**src/design/kdpc_pkg.sv**
```systemverilog
package kdpc_pkg;

  // Debounce state codes.
  localparam logic [1:0] ST_UP       = 2'd0;
  localparam logic [1:0] ST_DOWN_SET = 2'd1;
  localparam logic [1:0] ST_DOWN     = 2'd2;
  localparam logic [1:0] ST_UP_SET   = 2'd3;

  // Press count saturation value.
  localparam logic [7:0] TALLY_MAX = 8'd250;

  // Configuration register indexes and reset values.
  localparam int unsigned CFG_IDX_W = 1;
  localparam logic [CFG_IDX_W-1:0] CFG_SETTLE_TIME = 1'd0;
  localparam logic [CFG_IDX_W-1:0] CFG_TICK_PERIOD = 1'd1;
  localparam logic [7:0] SETTLE_TIME_RST = 8'd20;
  localparam logic [7:0] TICK_PERIOD_RST = 8'd10;

  typedef struct packed {
    logic do_tick;
    logic pin_level;
    logic clear_count;
    logic ack_change;
  } in_item_t;

  typedef struct packed {
    logic [1:0] key_phase;
    logic       state_changed;
    logic [7:0] press_count;
  } out_item_t;

  typedef struct packed {
    logic [7:0] settle_time_ms;
    logic [7:0] tick_period_ms;
  } cfg_t;

endpackage

```
**src/design/kdpc_cfg_regs.sv**
```systemverilog
module kdpc_cfg_regs (
  input  logic                          clk,
  input  logic                          rst_n,
  input  logic                          cfg_we,
  input  logic [kdpc_pkg::CFG_IDX_W-1:0] cfg_index,
  input  logic [7:0]                    cfg_wdata,
  output kdpc_pkg::cfg_t                cfg
);
  import kdpc_pkg::*;

  cfg_t cfg_r;

  // Register file: one write per cycle, no read-back.
  always_ff @(posedge clk) begin
    if (!rst_n) begin
      cfg_r.settle_time_ms <= SETTLE_TIME_RST;
      cfg_r.tick_period_ms <= TICK_PERIOD_RST;
    end else if (cfg_we) begin
      case (cfg_index)
        CFG_SETTLE_TIME: cfg_r.settle_time_ms <= cfg_wdata;
        CFG_TICK_PERIOD: cfg_r.tick_period_ms <= cfg_wdata;
        default: ;
      endcase
    end
  end

  assign cfg = cfg_r;

endmodule

```
**src/design/kdpc_core.sv**
```systemverilog
module kdpc_core (
  input  logic                clk,
  input  logic                rst_n,
  input  logic                step,
  input  kdpc_pkg::in_item_t  item,
  input  kdpc_pkg::cfg_t      cfg,
  output kdpc_pkg::out_item_t result
);
  import kdpc_pkg::*;

  logic [1:0] state_r,   state_nxt;
  logic [8:0] elapsed_r, elapsed_nxt;
  logic       changed_r, changed_nxt;
  logic [7:0] tally_r,   tally_nxt;

  logic [8:0] elapsed_sum;
  logic       settled;
  logic       changed_rep;

  // Elapsed time is 9 bits wide, so the sum cannot wrap; the threshold is met once it reaches settle time.
  assign elapsed_sum = elapsed_r + {1'b0, cfg.tick_period_ms};
  assign settled     = (elapsed_sum >= {1'b0, cfg.settle_time_ms});

  // One refresh step when do_tick is set, then count clear and flag acknowledge.
  always_comb begin
    state_nxt   = state_r;
    elapsed_nxt = elapsed_r;
    changed_rep = changed_r;
    tally_nxt   = tally_r;
    if (item.do_tick) begin
      case (state_r)
        ST_UP: begin
          if (item.pin_level) begin
            elapsed_nxt = '0;
            state_nxt   = ST_DOWN_SET;
          end
        end
        ST_DOWN_SET: begin
          elapsed_nxt = elapsed_sum;
          if (settled) begin
            if (item.pin_level) begin
              changed_rep = 1'b1;
              state_nxt   = ST_DOWN;
            end else begin
              state_nxt = ST_UP;
            end
          end
        end
        ST_DOWN: begin
          if (!item.pin_level) begin
            elapsed_nxt = '0;
            state_nxt   = ST_UP_SET;
          end
        end
        default: begin
          elapsed_nxt = elapsed_sum;
          if (settled) begin
            if (!item.pin_level) begin
              changed_rep = 1'b1;
              state_nxt   = ST_UP;
              if (tally_r < TALLY_MAX) begin
                tally_nxt = tally_r + 8'd1;
              end
            end else begin
              state_nxt = ST_DOWN;
            end
          end
        end
      endcase
    end
    if (item.clear_count) begin
      tally_nxt = '0;
    end
    changed_nxt = changed_rep & ~item.ack_change;
  end

  // The result reports the flag before the acknowledge takes effect.
  assign result.key_phase     = state_nxt;
  assign result.state_changed = changed_rep;
  assign result.press_count   = tally_nxt;

  // State advances only when an item moves to the result register.
  always_ff @(posedge clk) begin
    if (!rst_n) begin
      state_r   <= ST_UP;
      elapsed_r <= '0;
      changed_r <= 1'b0;
      tally_r   <= '0;
    end else if (step) begin
      state_r   <= state_nxt;
      elapsed_r <= elapsed_nxt;
      changed_r <= changed_nxt;
      tally_r   <= tally_nxt;
    end
  end

endmodule

```
**src/design/key_debounce_press_counter.sv**
```systemverilog
// A result passes the input register, then the result register, and waits in
// either one while out_ready is low and the result register is full.
// Throughput: one item per cycle while the output is not stalled; the debounce state updates
// as an item moves from the input register to the result register.
// Reset (rst_n, synchronous, active low): key up, elapsed time, changed flag
// and press count cleared, settle time 20 ms, tick period 10 ms.
module key_debounce_press_counter (
  input  logic                           clk,
  input  logic                           rst_n,
  input  logic                           in_valid,
  output logic                           in_ready,
  input  kdpc_pkg::in_item_t             in_data,
  output logic                           out_valid,
  input  logic                           out_ready,
  output kdpc_pkg::out_item_t            out_data,
  input  logic                           cfg_we,
  input  logic [kdpc_pkg::CFG_IDX_W-1:0] cfg_index,
  input  logic [7:0]                     cfg_wdata
);
  import kdpc_pkg::*;

  cfg_t      cfg;
  in_item_t  in_item_r;
  logic      in_valid_r;
  out_item_t out_item_r;
  logic      out_valid_r;
  out_item_t result;
  logic      step;

  kdpc_cfg_regs u_cfg (
    .clk       (clk),
    .rst_n     (rst_n),
    .cfg_we    (cfg_we),
    .cfg_index (cfg_index),
    .cfg_wdata (cfg_wdata),
    .cfg       (cfg)
  );

  // An item moves on when the result register is empty or being drained.
  assign step     = in_valid_r & (~out_valid_r | out_ready);
  assign in_ready = ~in_valid_r | step;

  kdpc_core u_core (
    .clk    (clk),
    .rst_n  (rst_n),
    .step   (step),
    .item   (in_item_r),
    .cfg    (cfg),
    .result (result)
  );

  // Input register.
  always_ff @(posedge clk) begin
    if (!rst_n) begin
      in_valid_r <= 1'b0;
    end else if (in_ready) begin
      in_valid_r <= in_valid;
    end
  end

  always_ff @(posedge clk) begin
    if (in_ready && in_valid) begin
      in_item_r <= in_data;
    end
  end

  // Result register.
  always_ff @(posedge clk) begin
    if (!rst_n) begin
      out_valid_r <= 1'b0;
    end else if (step) begin
      out_valid_r <= 1'b1;
    end else if (out_ready) begin
      out_valid_r <= 1'b0;
    end
  end

  always_ff @(posedge clk) begin
    if (step) begin
      out_item_r <= result;
    end
  end

  assign out_valid = out_valid_r;
  assign out_data  = out_item_r;

endmodule
```
**config.mk**
```make
export PLATFORM = sky130hd
export DESIGN_NAME = key_debounce_press_counter
export DESIGN_NICKNAME = d
export VERILOG_FILES = /design/src/design/kdpc_pkg.sv /design/src/design/kdpc_cfg_regs.sv /design/src/design/kdpc_core.sv /design/src/design/key_debounce_press_counter.sv
export SDC_FILE = /design/constraint.sdc
export NUM_CORES = 1
export LEC_CHECK = 0
export BUFFER_PORTS_ARGS = -buffer_cell sky130_fd_sc_hd__buf_2
export CORE_MARGIN = 1
export CORE_UTILIZATION = 50
export DETAILED_ROUTE_END_ITERATION = 7
export MAX_ROUTING_LAYER = met4
export PLACE_DENSITY = 0.8
export SYNTH_ARGS = -nofsm -noshare
export SYNTH_HDL_FRONTEND = slang
export SYNTH_SLANG_ARGS = --single-unit
export TNS_END_PERCENT = 50
```
**constraint.sdc**
```tcl
create_clock -name clk -period 3.5 [get_ports clk]
set_input_delay 0.7 -clock clk [delete_from_list [all_inputs] [get_ports clk]]
set_output_delay 0.7 -clock clk [all_outputs]
set_load 0.05 [all_outputs]
```
==> metrics <==
status finished clean; Ports 31; Max-Cap Viols 0; post-synthesis sequential area ratio 43.7%; vias in the first global route 2311; Crit. End Element flip-flop; Post-synth EDFFs 15; largest cells by area after synthesis dfxtp_1 27%, edfxtp_1 16%, ha_1 7.7%, nand2_1 6.5%, a21boi_0 4.3%; crit-path max FO 7; Layout area overhead 11.2%; register clock-pin slew on the reported worst setup and hold paths about 0.090 ns; RSZ-0062 raised after global routing no; VDD IR max between 0.0002 and 0.0003 V; clock buffer count from CTS 5; asr flop ratio synth 0%; Nets 361; Comb pwr share roughly 13%; Overflow after GRT 0; Worst EP arrival 3.45 ns; Static Leakage approximately 1.2 nW; CTS tree yes; First DRT Iteration DRCs 229; clk_lat worst skew ~0.30 ns; post-synthesis cell type with the largest combined area dfxtp_1; CTS root buffer clkbuf_8; #FFs+latches synth 53; Syn Inst Count about 300; Clock Path Buffers 2; Setup Skew 0.0109 ns; Tightest Pin Transition slightly above 0.8 ns; CTS H-tree lvls 2; switching part of the total 26.3%; startpoint types flip-flop; P per Cell Area between 300 and 400 nW/um^2; Netlist cell types 50; layout cell share with drive strength beyond 1 between 10% and 20%; Syn. warnings 0; PortBufs 30; CORE AREA 5240 sq um; Synth Net Count between 300 and 400; ys flop type dfxtp_1; minimum clock period about 3.3 ns; top cell type's share of synthesized area about 27%; hpwl dp approximately 4200 um; worst path required time approximately 3.6 ns; Post-Syn Area 2770 sq um; Setup TNS 0 ns; largest net degree at the start of global routing 39; CTS Sinks between 50 and 60; Final period util 95.1%; Core Rows 26; drt wl/cell between 10 and 15 um; drt drc 0; relative slew slack between 40% and 50%; Routed WL 5840 um; utilization after layout a little under 60%; count leader, synth nand2_1; f_max between 300 and 400 MHz; Flop pwr share around three fifths; Post-DRT Antenna Nets 0; initial antenna violation count 0; DIE WIDTH approximately 76 um; kind of critical path reg -> reg; router iterations before antenna repair 6; final setup fails 0; die area 5840 sq um; global-route wire length before repair roughly 10000 um; gpl congestion roughly 0.93; initial core utilization 52.9%; Commonest cells post-synth 48 x nand2_1, 38 x dfxtp_1, 17 x ha_1, 17 x nor2_1, 16 x a21boi_0; number of hold violations in the final report 0; Slew Viols, Final 0; Vias/cell roughly 6; Internal ~0.00084 W; Avg Cell Area, Syn a little over 9 sq um; Hold Path Class reg -> reg; clock network fraction of design power roughly 30%; Tot GR Track Use roughly 22%; net switching power ~0.00030 W; Ant. Diodes 0; via count ~2300; die height 76.5 um
-- power by group through the flow --
| stage | registers (W) | clock network, W | logic (W) |
|---|---|---|---|
| global route | 0.000670 | 0.000364 | 0.000157 |
| global placement | 0.000680 | 0 | 0.000134 |
| finish | 0.000667 | 0.000334 | 0.000144 |
| CTS | 0.000666 | 0.000337 | 0.000138 |
| floorplan | 0.000695 | 0 | 0.0000829 |
| detailed placement | 0.000680 | 0 | 0.000136 |
-- metrics by stage --
stage | power (W) | worst slack [ns] | cells | hold slack (ns) | cell area, sq um
after floorplan | 0.000778 | 0.354 | 299 | 0.439 | 2770
after global placement | 0.000813 | 0.309 | 387 | 0.450 | 2960
after detailed placement | 0.000817 | 0.0922 | 387 | 0.463 | 2960
after CTS | 0.00114 | 0.0543 | 395 | 0.477 | 3040
after global routing | 0.00119 | 0.00153 | 396 | 0.509 | 3080
final | 0.00115 | 0.170 | 396 | 0.471 | 3080
-- kinds of logic after synthesis --
kind of cell / after synthesis / synth area share, %
mux: 2 / 0.903
simple gates: 109 / 19.0
fa+ha+maj: 18 / 8.40
xor+xnor: 9 / 2.84
compound gates: 83 / 21.5
flops: 53 / 43.7
buf+inv: 25 / 3.70
-- layout make-up --
type | instances | area (sq um)
Clock buffer | 7 | 76.3
Clock inverter | 1 | 7.51
Fill cell | 475 | 2150
Inverter | 12 | 45.0
Multi-Input combinational cell | 221 | 1490
Sequential cell | 53 | 1210
Tap cell | 70 | 87.6
Timing Repair Buffer | 32 | 165
-- routing by layer --
| layer | track usage [%] | share of wire (%) | vias to the layer above |
|---|---|---|---|
| li1 | - | - | 1132 |
| met1 | 24.4 | 42 | 1065 |
| met2 | 38.4 | 49 | 109 |
| met3 | 3.71 | 5.8 | 20 |
| met4 | 7.88 | 2.4 | 0 |
| met5 | - | 0 | - |
-- placed cells by master, fill, tap and decap left out, drive strengths merged, types with 7 or more instances in the layout --
| master | n |
|---|---|
| a21oi | 15 |
| nand2 | 48 |
| inv | 12 |
| edfxtp | 15 |
| clkbuf | 7 |
| a21boi | 18 |
| nor2 | 17 |
| o21ai | 9 |
| ha | 17 |
| nand4 | 7 |
| buf | 32 |
| dfxtp | 38 |
| nor2b | 9 |
-- state kept, by name, summed over array words and instances, names as in the netlist --
| register | flops |
|---|---|
| in_item_r | 4 |
| in_valid_r | 1 |
| out_data | 11 |
| out_valid | 1 |
| u_cfg.cfg | 16 |
| u_core.changed_r | 1 |
| u_core.elapsed_r | 9 |
| u_core.state_r | 2 |
| u_core.tally_r | 8 |
-- timing repair --
action / in CTS / in global routing
resized for setup: 0 / 10
hold buffers: 0 / 0
hold endpoints to repair: 0 / 0
endpoints found under the setup margin: 0 / 10
buffers inserted: 0 / 1
-- worst paths after layout --
kind | from | endpoint | slack (ns) | cells after the start
max | u_cfg.cfg[0]$_SDFFE_PN0P_ | out_data[3]$_DFFE_PP_ | 0.17 | 14
min | u_cfg.cfg[13]$_SDFFE_PN0P_ | u_cfg.cfg[13]$_SDFFE_PN0P_ | 0.47 | 2
max reg2reg | u_cfg.cfg[0]$_SDFFE_PN0P_ | out_data[3]$_DFFE_PP_ | 0.17 | 14
min reg2reg | u_cfg.cfg[13]$_SDFFE_PN0P_ | u_cfg.cfg[13]$_SDFFE_PN0P_ | 0.47 | 2
-- critical path, cell delays in order, from the launching register on --
cell      delay, ns
dfxtp_1        0.32
ha_1           0.23
fa_1           0.46
a211oi_2       0.26
o21ai_1        0.16
xor2_1         0.18
ha_1           0.29
nand2_1        0.06
nor3_1         0.20
o31a_1         0.21
buf_4          0.13
a211oi_4       0.05
nor2_4         0.19
a21oi_1        0.11
a311oi_1       0.28
(Power assumes the default switching activity.)
